**src/lpfr_pkg.sv**
```systemverilog
package lpfr_pkg;

	// Header length field size in bytes (1 to 4) and hard payload ceiling
	localparam int unsigned LENGTH_FIELD_BYTES = 4;
	localparam logic [7:0] PAYLOAD_LIMIT = 8'd255;

	// Last header byte index
	localparam logic [1:0] HDR_LAST_IDX = 2'(LENGTH_FIELD_BYTES - 1);

	// Register reset values
	localparam logic [7:0] MAX_LENGTH_RST = 8'd255;
	localparam logic [15:0] TIMEOUT_TICKS_RST = 16'd1000;

	// Register index, taken from paddr[2]
	localparam logic REG_MAX_LENGTH = 1'b0;
	localparam logic REG_TIMEOUT_TICKS = 1'b1;

	// Input request kinds
	localparam logic OP_BYTE = 1'b0;
	localparam logic OP_TICK = 1'b1;

	typedef enum logic [1:0] {
		PH_IDLE = 2'd0,
		PH_HEADER = 2'd1,
		PH_PAYLOAD = 2'd2
	} phase_t;

	typedef enum logic [1:0] {
		EV_BYTE = 2'd0,
		EV_EMPTY = 2'd1,
		EV_TOO_LONG = 2'd2,
		EV_TIMEOUT = 2'd3
	} event_t;

	typedef struct packed {
		logic [7:0] max_length;
		logic [15:0] timeout_ticks;
	} cfg_t;

	typedef struct packed {
		logic vld;
		event_t ev;
		logic [7:0] pbyte;
		logic last;
		logic [7:0] flen;
	} res_t;

endpackage

```
**src/lpfr_cfg.sv**
```systemverilog
module lpfr_cfg (
	input logic clk,
	input logic arst_n,
	input logic psel,
	input logic penable,
	input logic pwrite,
	input logic [2:0] paddr,
	input logic [31:0] pwdata,
	output logic [31:0] prdata,
	output logic pready,
	output lpfr_pkg::cfg_t cfg
);

	logic [7:0] max_length_q;
	logic [15:0] timeout_ticks_q;
	logic wr_en;

	assign pready = 1'b1;
	assign wr_en = psel & penable & pwrite & pready;

	// Register writes
	always_ff @(posedge clk or negedge arst_n) begin
		if (!arst_n) begin
			max_length_q <= lpfr_pkg::MAX_LENGTH_RST;
			timeout_ticks_q <= lpfr_pkg::TIMEOUT_TICKS_RST;
		end else if (wr_en) begin
			unique case (paddr[2])
				lpfr_pkg::REG_MAX_LENGTH: max_length_q <= pwdata[7:0];
				lpfr_pkg::REG_TIMEOUT_TICKS: timeout_ticks_q <= pwdata[15:0];
				default: ;
			endcase
		end
	end

	// Read mux
	always_comb begin
		unique case (paddr[2])
			lpfr_pkg::REG_MAX_LENGTH: prdata = {24'd0, max_length_q};
			lpfr_pkg::REG_TIMEOUT_TICKS: prdata = {16'd0, timeout_ticks_q};
			default: prdata = 32'd0;
		endcase
	end

	assign cfg.max_length = max_length_q;
	assign cfg.timeout_ticks = timeout_ticks_q;

endmodule

```
**src/lpfr_core.sv**
```systemverilog
module lpfr_core (
	input logic clk,
	input logic arst_n,
	input logic step_en,
	input logic opcode,
	input logic [7:0] rx_byte,
	input lpfr_pkg::cfg_t cfg,
	output lpfr_pkg::res_t res
);

	lpfr_pkg::phase_t phase_q, phase_d, ph_cur;
	logic [1:0] hdr_idx_q, hdr_idx_d, hdr_idx_cur;
	logic [7:0] len_lo_q, len_lo_d, len_lo_new;
	logic hi_nz_q, hi_nz_d, hi_nz_new;
	logic [7:0] rem_q, rem_d;
	logic [15:0] tick_cnt_q, tick_cnt_d, cnt_inc;
	logic [7:0] limit;
	logic is_tick, tmo, hdr_done, too_long, is_empty, is_final;

	// Shared decode of the current request against the state
	always_comb begin
		case (phase_q)
			lpfr_pkg::PH_HEADER: ph_cur = lpfr_pkg::PH_HEADER;
			lpfr_pkg::PH_PAYLOAD: ph_cur = lpfr_pkg::PH_PAYLOAD;
			default: ph_cur = lpfr_pkg::PH_IDLE;
		endcase
		is_tick = (opcode == lpfr_pkg::OP_TICK);
		cnt_inc = tick_cnt_q + 16'd1;
		tmo = (cnt_inc >= cfg.timeout_ticks);
		hdr_idx_cur = (ph_cur == lpfr_pkg::PH_IDLE) ? 2'd0 : hdr_idx_q;
		hdr_done = (hdr_idx_cur == lpfr_pkg::HDR_LAST_IDX);
		// Only the low byte is kept; upper bytes just flag nonzero
		len_lo_new = (hdr_idx_cur == 2'd0) ? rx_byte : len_lo_q;
		hi_nz_new = ((ph_cur == lpfr_pkg::PH_IDLE) ? 1'b0 : hi_nz_q)
			| ((hdr_idx_cur != 2'd0) && (rx_byte != 8'd0));
		limit = (cfg.max_length < lpfr_pkg::PAYLOAD_LIMIT) ? cfg.max_length
			: lpfr_pkg::PAYLOAD_LIMIT;
		too_long = hi_nz_new || (len_lo_new > limit);
		is_empty = !hi_nz_new && (len_lo_new == 8'd0);
		is_final = (rem_q <= 8'd1);
	end

	// Next phase
	always_comb begin
		phase_d = ph_cur;
		unique case (ph_cur)
			lpfr_pkg::PH_IDLE, lpfr_pkg::PH_HEADER: begin
				if (is_tick) begin
					if (ph_cur == lpfr_pkg::PH_HEADER && tmo)
						phase_d = lpfr_pkg::PH_IDLE;
				end else if (hdr_done) begin
					phase_d = (too_long || is_empty) ? lpfr_pkg::PH_IDLE
						: lpfr_pkg::PH_PAYLOAD;
				end else begin
					phase_d = lpfr_pkg::PH_HEADER;
				end
			end
			lpfr_pkg::PH_PAYLOAD: begin
				if (is_tick ? tmo : is_final)
					phase_d = lpfr_pkg::PH_IDLE;
			end
			default: phase_d = lpfr_pkg::PH_IDLE;
		endcase
	end

	// Counters, length tracking and result
	always_comb begin
		hdr_idx_d = 2'd0;
		len_lo_d = 8'd0;
		hi_nz_d = 1'b0;
		rem_d = 8'd0;
		tick_cnt_d = 16'd0;
		res = '0;
		unique case (ph_cur)
			lpfr_pkg::PH_IDLE, lpfr_pkg::PH_HEADER: begin
				if (is_tick) begin
					if (ph_cur == lpfr_pkg::PH_HEADER) begin
						if (tmo) begin
							res.vld = 1'b1;
							res.ev = lpfr_pkg::EV_TIMEOUT;
						end else begin
							hdr_idx_d = hdr_idx_q;
							len_lo_d = len_lo_q;
							hi_nz_d = hi_nz_q;
							tick_cnt_d = cnt_inc;
						end
					end
				end else if (!hdr_done) begin
					hdr_idx_d = hdr_idx_cur + 2'd1;
					len_lo_d = len_lo_new;
					hi_nz_d = hi_nz_new;
				end else if (too_long) begin
					res.vld = 1'b1;
					res.ev = lpfr_pkg::EV_TOO_LONG;
					res.flen = hi_nz_new ? 8'd255 : len_lo_new;
				end else if (is_empty) begin
					res.vld = 1'b1;
					res.ev = lpfr_pkg::EV_EMPTY;
				end else begin
					len_lo_d = len_lo_new;
					rem_d = len_lo_new;
				end
			end
			lpfr_pkg::PH_PAYLOAD: begin
				if (is_tick) begin
					if (tmo) begin
						res.vld = 1'b1;
						res.ev = lpfr_pkg::EV_TIMEOUT;
						res.flen = len_lo_q;
					end else begin
						len_lo_d = len_lo_q;
						rem_d = rem_q;
						tick_cnt_d = cnt_inc;
					end
				end else begin
					res.vld = 1'b1;
					res.ev = lpfr_pkg::EV_BYTE;
					res.pbyte = rx_byte;
					res.last = is_final;
					res.flen = len_lo_q;
					if (!is_final) begin
						len_lo_d = len_lo_q;
						rem_d = rem_q - 8'd1;
					end
				end
			end
			default: ;
		endcase
	end

	// State registers
	always_ff @(posedge clk or negedge arst_n) begin
		if (!arst_n) begin
			phase_q <= lpfr_pkg::PH_IDLE;
			hdr_idx_q <= 2'd0;
			len_lo_q <= 8'd0;
			hi_nz_q <= 1'b0;
			rem_q <= 8'd0;
			tick_cnt_q <= 16'd0;
		end else if (step_en) begin
			phase_q <= phase_d;
			hdr_idx_q <= hdr_idx_d;
			len_lo_q <= len_lo_d;
			hi_nz_q <= hi_nz_d;
			rem_q <= rem_d;
			tick_cnt_q <= tick_cnt_d;
		end
	end

	// Header index stays inside the length field
	a_hdr_idx: assert property (@(posedge clk) disable iff (!arst_n)
		phase_q == lpfr_pkg::PH_HEADER |-> hdr_idx_q <= lpfr_pkg::HDR_LAST_IDX)
		else $error("header index past length field");

	// An open payload always has bytes left
	a_rem: assert property (@(posedge clk) disable iff (!arst_n)
		phase_q == lpfr_pkg::PH_PAYLOAD |-> rem_q != 8'd0)
		else $error("payload phase with zero bytes remaining");

	// Idle leaves every counter cleared
	a_idle_clear: assert property (@(posedge clk) disable iff (!arst_n)
		phase_q == lpfr_pkg::PH_IDLE |-> (tick_cnt_q == 16'd0 && hdr_idx_q == 2'd0
		&& rem_q == 8'd0))
		else $error("idle with stale counters");

	// A byte request always clears the tick counter
	a_byte_clr: assert property (@(posedge clk) disable iff (!arst_n)
		step_en && opcode == lpfr_pkg::OP_BYTE |=> tick_cnt_q == 16'd0)
		else $error("tick counter not cleared by byte");

endmodule

```
**src/length_prefixed_frame_receiver_unit.sv**
```systemverilog
// Length-prefixed frame receiver.
// A request accepted into the input register is processed by the core; the result
// is registered and shown on m_tvalid. Throughput: one request per cycle while no
// result waits on a stalled output; a single-stage update loop sets the rate.
// Reset (arst_n low) empties both stages, returns to idle and reloads registers.
module length_prefixed_frame_receiver_unit (
	input logic clk,
	input logic arst_n,
	// APB configuration
	input logic psel,
	input logic penable,
	input logic pwrite,
	input logic [2:0] paddr,
	input logic [31:0] pwdata,
	output logic [31:0] prdata,
	output logic pready,
	// Input stream
	input logic s_tvalid,
	output logic s_tready,
	input logic [7:0] s_tdata, // [7:0] rx_byte
	input logic [0:0] s_tuser, // [0] opcode
	// Output stream
	output logic m_tvalid,
	input logic m_tready,
	output logic [15:0] m_tdata, // [7:0] payload_byte, [15:8] frame_length
	output logic [1:0] m_tuser, // [1:0] event_res
	output logic m_tlast
);

	lpfr_pkg::cfg_t cfg;
	lpfr_pkg::res_t res;

	logic s1_vld_q;
	logic op_s1;
	logic [7:0] byte_s1;
	logic out_vld_q;
	logic [15:0] out_data_q;
	logic [1:0] out_user_q;
	logic out_last_q;
	logic out_ok, s1_fire, s_fire;

	lpfr_cfg u_cfg (
		.clk(clk),
		.arst_n(arst_n),
		.psel(psel),
		.penable(penable),
		.pwrite(pwrite),
		.paddr(paddr),
		.pwdata(pwdata),
		.prdata(prdata),
		.pready(pready),
		.cfg(cfg)
	);

	lpfr_core u_core (
		.clk(clk),
		.arst_n(arst_n),
		.step_en(s1_fire),
		.opcode(op_s1),
		.rx_byte(byte_s1),
		.cfg(cfg),
		.res(res)
	);

	// Handshake: a request without result never waits on the output
	assign out_ok = !out_vld_q || m_tready;
	assign s1_fire = s1_vld_q && (!res.vld || out_ok);
	assign s_tready = !s1_vld_q || s1_fire;
	assign s_fire = s_tvalid && s_tready;

	// Input register
	always_ff @(posedge clk or negedge arst_n) begin
		if (!arst_n)
			s1_vld_q <= 1'b0;
		else if (s_tready)
			s1_vld_q <= s_tvalid;
	end

	always_ff @(posedge clk) begin
		if (s_fire) begin
			op_s1 <= s_tuser[0];
			byte_s1 <= s_tdata;
		end
	end

	// Result register
	always_ff @(posedge clk or negedge arst_n) begin
		if (!arst_n)
			out_vld_q <= 1'b0;
		else if (out_ok)
			out_vld_q <= s1_fire && res.vld;
	end

	always_ff @(posedge clk) begin
		if (out_ok && s1_fire && res.vld) begin
			out_data_q <= {res.flen, res.pbyte};
			out_user_q <= res.ev;
			out_last_q <= res.last;
		end
	end

	assign m_tvalid = out_vld_q;
	assign m_tdata = out_data_q;
	assign m_tuser = out_user_q;
	assign m_tlast = out_last_q;

endmodule

```
**config.mk**
```make
export PLATFORM = sky130hd
export DESIGN_NAME = length_prefixed_frame_receiver_unit
export DESIGN_NICKNAME = d
export VERILOG_FILES = /design/src/lpfr_pkg.sv /design/src/lpfr_cfg.sv /design/src/lpfr_core.sv /design/src/length_prefixed_frame_receiver_unit.sv
export SDC_FILE = /design/constraint.sdc
export NUM_CORES = 1
export LEC_CHECK = 0
export BUFFER_PORTS_ARGS = -buffer_cell sky130_fd_sc_hd__buf_2
export CORE_MARGIN = 8
export CORE_UTILIZATION = 40
export CTS_BUF_LIST = sky130_fd_sc_hd__clkbuf_4
export CTS_CLUSTER_SIZE = 8
export DETAILED_ROUTE_END_ITERATION = 6
export PLACE_DENSITY = 0.68
export RECOVER_POWER = 50
export SLEW_MARGIN = 20
export SYNTH_ARGS = -nofsm -noshare
export SYNTH_HDL_FRONTEND = slang
export SYNTH_HIERARCHICAL = 1
export SYNTH_SLANG_ARGS = --single-unit
```
**constraint.sdc**
```tcl
create_clock -name clk -period 14.2 [get_ports clk]
set_input_delay 1.42 -clock clk [delete_from_list [all_inputs] [get_ports clk]]
set_output_delay 1.42 -clock clk [all_outputs]
set_load 0.02 [all_outputs]
```
==> reports/qor.txt, run 1 <==
Critical Path Most Common Cell: nand3_1
Sinks on Clock Net: 91
Avg Inst Size Synth: 10.51 µm²
I/O Buffers: 69
Rows: 42
HPWL Detailed: 9356 µm
RePlAce Congestion: 0.8633
VDD IR max: 0.06639 mV
Total track usage: 14.61%
Clock slew at reported path FFs: 0.14 ns
Synth Register Bits: 91
Via count: 4145
DR iter-0 viols: 329
Synth area leader: dfrtp_1
Hold path depth: 1
Worst path max stage delay: 0.62 ns
Share of layout cells above drive strength 1: 22.64%
Worst EP arrival: 4.91 ns
Top cells by count, synth: 49 x dfrtp_1, 47 x inv_1, 43 x nand2_1, 31 x ha_1, 28 x edfxtp_1
WS Path Type: flop to output port
Number of distinct library cells after synthesis: 68
Final Hold Viols: 0
Cell area after placement: 0.005921 mm²
Main area contributors after synthesis: dfrtp_1 22%, edfxtp_1 15%, ha_1 7.1%
Worst skew pair latency: 0.47 ns
First-pass GRT wire length: 21250 µm
Cell area after synthesis: 0.005474 mm²
Dpl cells: 752
Post-Layout Cell Count: 768
Outcome: complete, but fails checks
PnR worst setup slack: 7.874 ns
I/O pin cnt: 105
Worst slew margin: -129.6%
Yosys top cell area share: 22.40%
Leak: 0.002791 µW
Initial antenna violation count: 0
Most common cell in the netlist: dfrtp_1
RSZ-0062 raised after global routing: no
Async S/R FF share, synth: 69.23%
DIE HEIGHT: 133.0 µm
TritonCTS buffer count: 9
Crit start category: flop
# nets final: 669
Largest net degree at the start of global routing: 64
Reg2reg path depth: 18
F_max: 158.1 MHz
Top delay family on crit path: simple AND/OR/NAND/NOR gates
GR Util met2: 23.52%
CP bufs+invs: 2
Die width: 133.0 µm
Top_reg_cell synth: dfrtp_1
Reg area: 0.002435 mm²
Post-synthesis sequential area ratio: 44.48%
CTS tree: built
Final instance area: 0.006035 mm²
Grt met1 use: 17.74%
Slowest cell on crit path: nor3_1
Total die area: 0.01768 mm²
Met3 Usage GRT: 4.201%
Final ANT Viol Nets: 0
Setup TNS: 0 ns
Longest Clk Path Bufs: 2
Failing checks: max-capacitance violations, max-slew violations
Worst Skew: 0.02481 ns
CP Capture Type: output port
Pre-antenna DRT Iters: 5
Pre-CTS setup slack: 8.419 ns
Warnings, synthesis: 6
Vias in the first global route: 4360
Grt ovf: 0
Placeable Area: 0.01330 mm²
Critical Path RT: 12.78 ns
Period utilization: 44.55%
Setup bufs post-CTS: 0
DRC Markers: 0
Starting Density: 41.17%
Layout filler cell count: 1248
Post-CTS sizing: 0
# setup viols final: 0
Crit Path Max Fanout: 9
Hold_buf cts: 0
Hold Crit Class: flop to flop
Cell area power density: 133.9 mW/mm²
Max_cap viols: 1
H-tree depth: 3
Antenna diodes: 0
Vias per cell: 5.397
Post-route minimum period: 6.326 ns
DRT Wirelength: 12610 µm
Clock Root Buffer: clkbuf_4
Layout area overhead: 10.24%
Average wire per standard cell: 16.41 µm
Stages on worst setup path: 15
Final Slew Violations: 64
Crit-path cells: nand3_1 -> nor3_1 -> and3_1 -> nand3_1 -> xnor2_1 -> ha_1 -> a21oi_1 -> o21ai_0 -> or3_1 -> o22ai_1 -> buf_4 -> a21boi_1 -> a21o_1 -> nand4b_4 -> buf_2
Global routing's busiest layer: met2
Post-synth EDFFs: 28
Worst-margin pin slew: 3.444 ns
Area of the multi-input gates: 0.002655 mm²
Mapped Cells: 521
==> worst paths after layout <==
path | startpoint | endpoint | slack [ns]
min | u_core/hi_nz_q | u_core/hi_nz_q | 0.51
max in group asynchronous | arst_n | u_core/len_lo_q[1] | 10.08
max | u_core/tick_cnt_q[2] | s_tready | 7.87
max reg2reg | u_core/tick_cnt_q[2] | u_core/rem_q[3] | 8.32
min in group asynchronous | arst_n | u_core/tick_cnt_q[13] | 2.21
min reg2reg | u_core/hi_nz_q | u_core/hi_nz_q | 0.51
==> metal layers <==
metal	up-vias	wire [µm]
li1	1975	-
met1	1997	5635
met2	146	5958
met3	27	780
met4	0	230
met5	-	0
==> kinds of logic after synthesis <==
family	Yosys count	share of synthesized area, %
compound gates	113	15.15
xor+xnor	16	2.560
fa+ha+maj	31	7.086
buf+inv	80	7.040
flops	91	44.48
mux	36	8.320
other cells	2	0.1372
simple gates	152	15.22
==> through the flow <==
| step | hold WS (ns) | utilization, % | total power (µW) |
|---|---|---|---|
| after global routing | 0.5360 | 45.39 | 858.0 |
| after floorplan | 0.4502 | - | 562.1 |
| after global placement | 0.4637 | 44.53 | 623.8 |
| after detailed placement | 0.4794 | 44.53 | 635.5 |
| after CTS | 0.5127 | 45.91 | 817.7 |
| final | 0.5082 | 45.39 | 808.0 |
==> where the power goes <==
part | total, µW | switching (µW) | internal [µW] | leakage (µW)
clock | 178 | 89.5 | 88.8 | 0.0000940
combinational | 278 | 169 | 109 | 0.00164
sequential | 352 | 36.7 | 316 | 0.00106
total | 808 | 295 | 513 | 0.00279
==> layout make-up <==
class | count | area share (%)
repair buffers | 73 | 6.054
well taps | 176 | 3.649
inverters | 47 | 2.923
flip-flops and latches | 91 | 40.35
clock inverters | 7 | 1.908
clock buffers | 9 | 1.120
multi-input cells | 365 | 44.00
==> state kept, by name, summed over array words and instances (netlist names) <==
register	cells
byte_s1	8
m_tdata	16
m_tlast	1
m_tuser	2
m_tvalid	1
op_s1	1
s1_vld_q	1
u_cfg/max_length_q	8
u_cfg/timeout_ticks_q	16
u_core/hdr_idx_q	2
u_core/hi_nz_q	1
u_core/len_lo_q	8
u_core/phase_q	2
u_core/rem_q	8
u_core/tick_cnt_q	16
==> cell usage in the layout (no fill, tap or decap), types with 7 or more instances in the layout <==
cell,Yosys,layout
mux2_1,0,9
clkbuf_4,0,9
and2_1,18,12
nand4_1,6,7
nor2_1,24,24
ha_1,31,31
o2bb2ai_1,16,16
o21ai_0,16,16
edfxtp_1,28,28
inv_1,47,47
o31ai_1,8,7
buf_2,2,64
dfstp_2,14,14
and3_1,8,8
o21a_1,7,7
a21oi_1,11,11
nand2_1,43,43
conb_1,2,17
mux2_2,23,23
dfrtp_1,49,49
xnor2_1,12,12
nor3_1,10,10
o22ai_1,14,14
nand3_1,12,12
nand2b_1,7,7
No activity file was read; power rests on OpenSTA's default activity.
==> run 2, diff against run 1 <==
ABC_AREA = 1   (was not set)
clock period = 6.54 ns   (was 14.2 ns; I/O delays follow)
==> run 2 against run 1 <==
The run still ends with max-capacitance violations, max-slew violations left; non-clock buffer count rose by 1; global-route usage rose by 0.20 points; worst setup slack got worse by 6.4 ns; count of clock-buffer cells in the layout rose by 2; core utilization fell by 0.094 points; first-iteration DRC count fell by 14%; wire length rose by 6.9%.
==> reports/qor.txt, run 2 <==
Final ANT Viol Nets: 0 (unchanged)
Post-CTS sizing: 0 (unchanged)
Sinks on Clock Net: 91 (unchanged)
Cell area power density: 245.3 mW/mm² (was 133.9 mW/mm²)
Async S/R FF share, synth: 69.23% (unchanged)
Total track usage: 14.81% (was 14.61%)
Worst slew margin: -128.1% (was -129.6%)
Crit Path Max Fanout: 16 (was 9)
Clock Root Buffer: clkbuf_4 (unchanged)
Crit start category: flop (unchanged)
CP Capture Type: output port (unchanged)
Die width: 134.5 µm (was 133.0 µm)
I/O pin cnt: 105 (unchanged)
Pre-CTS setup slack: 1.611 ns (was 8.419 ns)
Avg Inst Size Synth: 7.828 µm² (was 10.51 µm²)
Mapped Cells: 717 (was 521)
Pre-antenna DRT Iters: 5 (unchanged)
HPWL Detailed: 10060 µm (was 9356 µm)
DIE HEIGHT: 134.5 µm (was 133.0 µm)
Worst skew pair latency: 0.45 ns (was 0.47 ns)
WS Path Type: flop to output port (unchanged)
CTS tree: built (unchanged)
DR iter-0 viols: 283 (was 329)
DRC Markers: 0 (unchanged)
PnR worst setup slack: 1.502 ns (was 7.874 ns)
Vias per cell: 4.886 (was 5.397)
H-tree depth: 3 (unchanged)
TritonCTS buffer count: 9 (unchanged)
Share of layout cells above drive strength 1: 15.95% (was 22.64%)
I/O Buffers: 69 (unchanged)
Largest net degree at the start of global routing: 64 (unchanged)
Outcome: complete, but fails checks (unchanged)
Yosys top cell area share: 21.85% (was 22.40%)
Final Hold Viols: 0 (unchanged)
Warnings, synthesis: 6 (unchanged)
Most frequent cells in the layout: 233 x nand2_1, 105 x inv_1, 63 x buf_2 (was 64 x buf_2, 49 x dfrtp_1, 47 x inv_1)
Number of distinct library cells after synthesis: 40 (was 68)
Max_cap viols: 1 (unchanged)
DRT Wirelength: 13480 µm (was 12610 µm)
# nets final: 867 (was 669)
Average wire per standard cell: 13.88 µm (was 16.41 µm)
Placeable Area: 0.01377 mm² (was 0.01330 mm²)
First-pass GRT wire length: 21690 µm (was 21250 µm)
Hold Crit Class: primary input to flop (was flop to flop)
Worst EP arrival: 4.38 ns (was 4.91 ns)
Layout area overhead: 11.15% (was 10.24%)
Total die area: 0.01808 mm² (was 0.01768 mm²)
Via count: 4744 (was 4145)
Worst Skew: 0.01206 ns (was 0.02481 ns)
Leak: 0.003347 µW (was 0.002791 µW)
Post-synth EDFFs: 28 (unchanged)
Rows: 43 (was 42)
Top_reg_cell synth: dfrtp_1 (unchanged)
Critical Path RT: 5.89 ns (was 12.78 ns)
Post-synthesis sequential area ratio: 43.38% (was 44.48%)
Setup TNS: 0 ns (unchanged)
Commonest non-fill, non-tap cell in the layout: nand2_1 (was buf_2)
RSZ-0062 raised after global routing: no (unchanged)
Longest Clk Path Bufs: 2 (unchanged)
Worst-margin pin slew: 3.421 ns (was 3.444 ns)
Grt ovf: 0 (unchanged)
Post-route minimum period: 5.038 ns
Cell area after synthesis: 0.005613 mm² (was 0.005474 mm²)
Hold_buf cts: 0 (unchanged)
Main area contributors after synthesis: dfrtp_1 22%, nand2_1 16%, edfxtp_1 15% (was dfrtp_1 22%, edfxtp_1 15%, ha_1 7.1%)
# setup viols final: 0 (unchanged)
Final Slew Violations: 64 (unchanged)
Setup bufs post-CTS: 0 (unchanged)
Initial antenna violation count: 1 (was 0)
Failing checks: max-capacitance violations, max-slew violations (unchanged)
Synth area leader: dfrtp_1 (unchanged)
Top cells by count, synth: 233 x nand2_1, 104 x inv_1, 55 x nand3_1, 49 x dfrtp_1, 37 x nor2_1 (was 49 x dfrtp_1, 47 x inv_1, 43 x nand2_1, 31 x ha_1, 28 x edfxtp_1)
VDD IR max: 0.1075 mV (was 0.06639 mV)
F_max: 198.5 MHz
RePlAce Congestion: 0.8883 (was 0.8633)
Starting Density: 40.75% (was 41.17%)
Period utilization: 77.03%
Vias in the first global route: 4357 (was 4360)
Synth Register Bits: 91 (unchanged)
Clock slew at reported path FFs: 0.13 ns (was 0.14 ns)
Most common cell in the netlist: nand2_1 (was dfrtp_1)
==> run 2: cell count changes in the layout (fill, tap and decap cells not counted), sizes merged, moves of 9 or more <==
cell / delta
xnor2: -10
o2bb2ai: -16
mux2: -33
inv: +61
nor2: +18
and2: -18
nand3: +52
o21ai: +9
xor2: +9
nand2: +193
==> run 2: cells by family after synthesis <==
group                    after synthesis  synth area share (%)
AND/OR/NAND/NOR                      368                 29.22
AO/OA/AOI/OAI                         67                 6.799
flip-flops                            91                 43.38
multiplexers                           1                0.1783
adder cells (fa/ha/maj)               31                 6.910
buffers and inverters                142                 11.03
XOR/XNOR                              15                 2.341
other                                  2                0.1338
==> run 2: critical path: stages, from the launching register on <==
cell	delay [ns]
dfrtp_1	0.42
inv_1	0.08
ha_1	0.34
inv_1	0.07
nand2_1	0.10
ha_1	0.51
nand2_1	0.13
o21ai_0	0.18
inv_1	0.20
ha_1	0.35
nand3_1	0.11
o21ai_1	0.16
nand2_1	0.06
nand2_1	0.07
nand2_2	0.08
nand3_4	0.13
a21oi_1	0.08
o21ai_0	0.42
nand4_2	0.23
buf_2	0.22
==> run 2: per-stage QoR <==
stage               util [%]  hold slack [ns]  cells  instance area, µm²  total power, µW
detailed placement     44.08           0.4669    954                6071             1151
CTS                    45.40           0.3393    970                6254             1540
floorplan                  -           0.3584    732                5669             1027
global placement       44.08           0.4613    954                6071             1144
finish                 45.29           0.3692    971                6238             1530
global route           45.29           0.3335    971                6238             1631
==> run 2: path summary, 6_finish.rpt <==
| path | startpoint | slack, ns | to | cells after the start |
|---|---|---|---|---|
| hold reg to reg | u_cfg/timeout_ticks_q[6] | 0.48 | u_cfg/timeout_ticks_q[6] | 2 |
| setup / recovery | u_core/phase_q[0] | 1.50 | s_tready | 19 |
| setup reg to reg | u_core/phase_q[0] | 1.51 | u_core/len_lo_q[2] | 28 |
| hold / removal | s_tdata[6] | 0.37 | byte_s1[6] | 1 |
| min in group asynchronous | arst_n | 1.44 | u_cfg/timeout_ticks_q[10] | 2 |
| max in group asynchronous | arst_n | 3.19 | u_core/len_lo_q[4] | 2 |
==> run 2: final cells by class <==
type,count,area (µm²)
diodes,1,2.502
repair buffers,74,371.6
flip-flops and latches,91,2435
well taps,180,225.2
multi-input cells,499,2609
inverters,110,412.9
fillers,1421,7535
clock buffers,11,82.58
clock inverters,5,100.1
==> run 2: per-layer routing <==
metal	global-route usage, %	wire length, µm
met2	23.15	6263
met3	2.897	639
met1	20.18	6366
met4	4.679	204
met5	0	0
==> run 2: power by group <==
part	switching [µW]	total (µW)	internal (µW)
clock network	186	388	202
logic	296	435	139
registers	51.6	707	655
==> run 3, diff against run 2 <==
PLACE_DENSITY = 0.7   (was 0.68)
clock period = 4.3 ns   (was 6.54 ns; I/O delays follow)
==> run 3 against run 2 <==
Die area stayed put; critical path type unchanged; count of clock-buffer cells in the layout decreased by 2; register-to-register slack lost 1.2 ns; core utilization up 1.4 points; non-clock buffer count is 19 higher; the run still ends with max-capacitance violations, max-slew violations left; hold slack worse by 0.23 ns; first-iteration DRC count increased by 67%; sequential power is 51% higher; wire length increased by 2.0%; final cell count up 2.0%; worst setup slack worse by 1.4 ns.
==> reports/qor.txt, run 3 (same netlist as run 2, synthesis figures left out) <==
Outcome: complete, but fails checks (unchanged)
Failing checks: max-capacitance violations, max-slew violations (unchanged)
Clock Root Buffer: clkbuf_4 (unchanged)
Sw power: 853.3 µW (was 534.4 µW)
I/O Buffers: 69 (unchanged)
Total Power: 2211 µW (was 1530 µW)
Crit start category: flop (unchanged)
Crit-path cells: ha_2 -> nand2_2 -> nor2_4 -> nand3_2 -> nor3_4 -> nand3_2 -> buf_4 -> o21ai_1 -> inv_1 -> ha_1 -> nand4_1 -> nor3_2 -> nand2_1 -> nand3_4 -> a21oi_4 -> o21ai_4 -> buf_6 -> nand4_4 -> buf_6 (was inv_1 -> ha_1 -> inv_1 -> nand2_1 -> ha_1 -> nand2_1 -> o21ai_0 -> inv_1 -> ha_1 -> nand3_1 -> o21ai_1 -> nand2_1 -> nand2_1 -> nand2_2 -> nand3_4 -> a21oi_1 -> o21ai_0 -> nand4_2 -> buf_2)
Layout filler cell count: 1409 (was 1421)
VDD IR max: 0.1588 mV (was 0.1075 mV)
HPWL Detailed: 10350 µm (was 10060 µm)
Seq pwr share: 48.5% (was 46.2%)
Clock slew at reported path FFs: 0.14 ns (was 0.13 ns)
Reg2reg path depth: 23 (was 28)
Final Slew Violations: 40 (was 64)
Vias in the first global route: 4743 (was 4357)
Hold_buf cts: 0 (unchanged)
Clock power frac: 18.9% (was 25.4%)
WS Path Type: flop to output port (unchanged)
Pre-antenna DRT Iters: 5 (unchanged)
Crit Path Max Fanout: 5 (was 16)
Rows: 43 (unchanged)
Worst setup startpoint: u_core/tick_cnt_q[0] (was u_core/phase_q[0])
Setup TNS: 0 ns (unchanged)
I/O pin cnt: 105 (unchanged)
Switching Share: 38.58% (was 34.92%)
Total track usage: 15.54% (was 14.81%)
Placeable Area: 0.01377 mm² (unchanged)
Commonest non-fill, non-tap cell in the layout: nand2_1 (unchanged)
Slowest cell on crit path: dfrtp_1 (was ha_1)
CTS tree: built (unchanged)
Worst-margin pin slew: 2.122 ns (was 3.421 ns)
Initial antenna violation count: 1 (unchanged)
Worst Skew: 0.01493 ns (was 0.01206 ns)
Largest net degree at the start of global routing: 40 (was 64)
Worst R2R Start: u_core/tick_cnt_q[0] (was u_core/phase_q[0])
Logic pwr share: 32.6% (was 28.4%)
Via count: 4877 (was 4744)
DIE HEIGHT: 134.5 µm (unchanged)
Share of layout cells above drive strength 1: 18.79% (was 15.95%)
WHS: 0.1363 ns (was 0.3692 ns)
Final ANT Viol Nets: 0 (unchanged)
Hold Crit Class: primary input to flop (unchanged)
Worst skew pair latency: 0.46 ns (was 0.45 ns)
Most frequent cells in the layout: 232 x nand2_1, 105 x inv_1, 59 x buf_2 (was 233 x nand2_1, 105 x inv_1, 63 x buf_2)
Max_cap viols: 1 (unchanged)
Final Hold Viols: 0 (unchanged)
Grt ovf: 0 (unchanged)
Sinks on Clock Net: 91 (unchanged)
Die width: 134.5 µm (unchanged)
Leak: 0.003427 µW (was 0.003347 µW)
DRC Markers: 0 (unchanged)
Dpl cells: 962 (was 954)
Worst EP arrival: 3.81 ns (was 4.38 ns)
Total die area: 0.01808 mm² (unchanged)
FF-to-FF setup slack: 0.32 ns (was 1.51 ns)
# setup viols final: 0 (unchanged)
Post-Layout Cell Count: 990 (was 971)
# nets final: 886 (was 867)
Setup crit end: s_tready (unchanged)
P_int: 1358 µW (was 995.8 µW)
H-tree depth: 3 (unchanged)
Worst r2r dst: u_core/tick_cnt_q[0] (was u_core/len_lo_q[2])
RePlAce Congestion: 0.9056 (was 0.8883)
RSZ-0062 raised after global routing: yes (was no)
Worst slew margin: -41.45% (was -128.1%)
First-pass GRT wire length: 22980 µm (was 21690 µm)
Starting Density: 40.75% (unchanged)
CP Capture Type: output port (unchanged)
DRT Wirelength: 13740 µm (was 13480 µm)
Vias per cell: 4.926 (was 4.886)
Layout area overhead: 14.69% (was 11.15%)
Cell area power density: 343.5 mW/mm² (was 245.3 mW/mm²)
Critical Path RT: 3.87 ns (was 5.89 ns)
Post-route minimum period: 4.241 ns
Average wire per standard cell: 13.88 µm (about the same)
Longest Clk Path Bufs: 2 (unchanged)
Period utilization: 98.63%
F_max: 235.8 MHz
Worst path max stage delay: 0.42 ns (was 0.51 ns)
DR iter-0 viols: 474 (was 283)
TritonCTS buffer count: 9 (unchanged)
[run 3: timing repair]
| action | 4_1_cts | 5_1_grt |
|---|---|---|
| cloned | 0 | 0 |
| setup buffers | 1 | 10 |
| resized for setup | 7 | 22 |
| endpoints found under the setup margin | 1 | 45 |
| pin swaps | 0 | 15 |
[run 3: worst min-delay path by stage]
stage                                   from                  endpoint  slack, ns  depth (start not counted)
finish                            s_tdata[3]                byte_s1[3]       0.14                          1
global route                      s_tdata[6]                byte_s1[6]       0.11                          1
CTS                                   arst_n      u_core/tick_cnt_q[1]       0.09                          1
detailed placement     u_cfg/max_length_q[3]     u_cfg/max_length_q[3]       0.47                          2
global placement    u_cfg/timeout_ticks_q[6]  u_cfg/timeout_ticks_q[6]       0.46                          2
floorplan                             arst_n                  m_tvalid       0.13                          0
[run 3: stage by stage]
| stage | setup WS [ns] | cell area [µm²] | utilization (%) |
|---|---|---|---|
| global route | -0.1976 | 6437 | 46.74 |
| CTS | 0.005379 | 6282 | 45.61 |
| finish | 0.05898 | 6437 | 46.74 |
| global placement | 0.1726 | 6143 | 44.60 |
| detailed placement | 0.1136 | 6143 | 44.60 |
| floorplan | 0.007044 | 5669 | - |
[run 3: per-layer routing]
layer | global-route usage (%) | share of wire, % | wire length (µm) | vias to the layer above
met3 | 3.380 | 6.6 | 902 | 19
met5 | 0 | 0 | 0 | -
met4 | 4.679 | 1.4 | 199 | 0
li1 | - | - | - | 2447
met1 | 20.88 | 46 | 6320 | 2261
met2 | 24.51 | 46 | 6322 | 150
[run 3: power groups by stage]
stage	registers, µW	clock network [µW]	logic [µW]
floorplan	1070	0	492
global placement	1090	0	670
detailed placement	1090	0	681
CTS	1070	429	692
global route	1090	460	820
finish	1070	418	721
[run 3: worst max-delay path, delay by kind of cell (launching register included)]
kind	cells	cell delay [ns]
adder cells (fa/ha/maj)	2	0.48
buffers and inverters	4	0.50
AO/OA/AOI/OAI	3	0.45
AND/OR/NAND/NOR	10	1.50
flip-flops	1	0.42
[run 3: area by class of cell]
class                      instances  area (µm²)  share of cell area [%]
timing repair buffer              93       536.8                   8.338
tap                              180       225.2                   3.499
multi-input combinational        499        2709                   42.08
sequential                        91        2435                   37.82
clock inverter                     7       45.04                  0.6997
clock buffer                       9       67.56                   1.050
inverter                         110       416.7                   6.472
antenna                            1       2.502                 0.03887
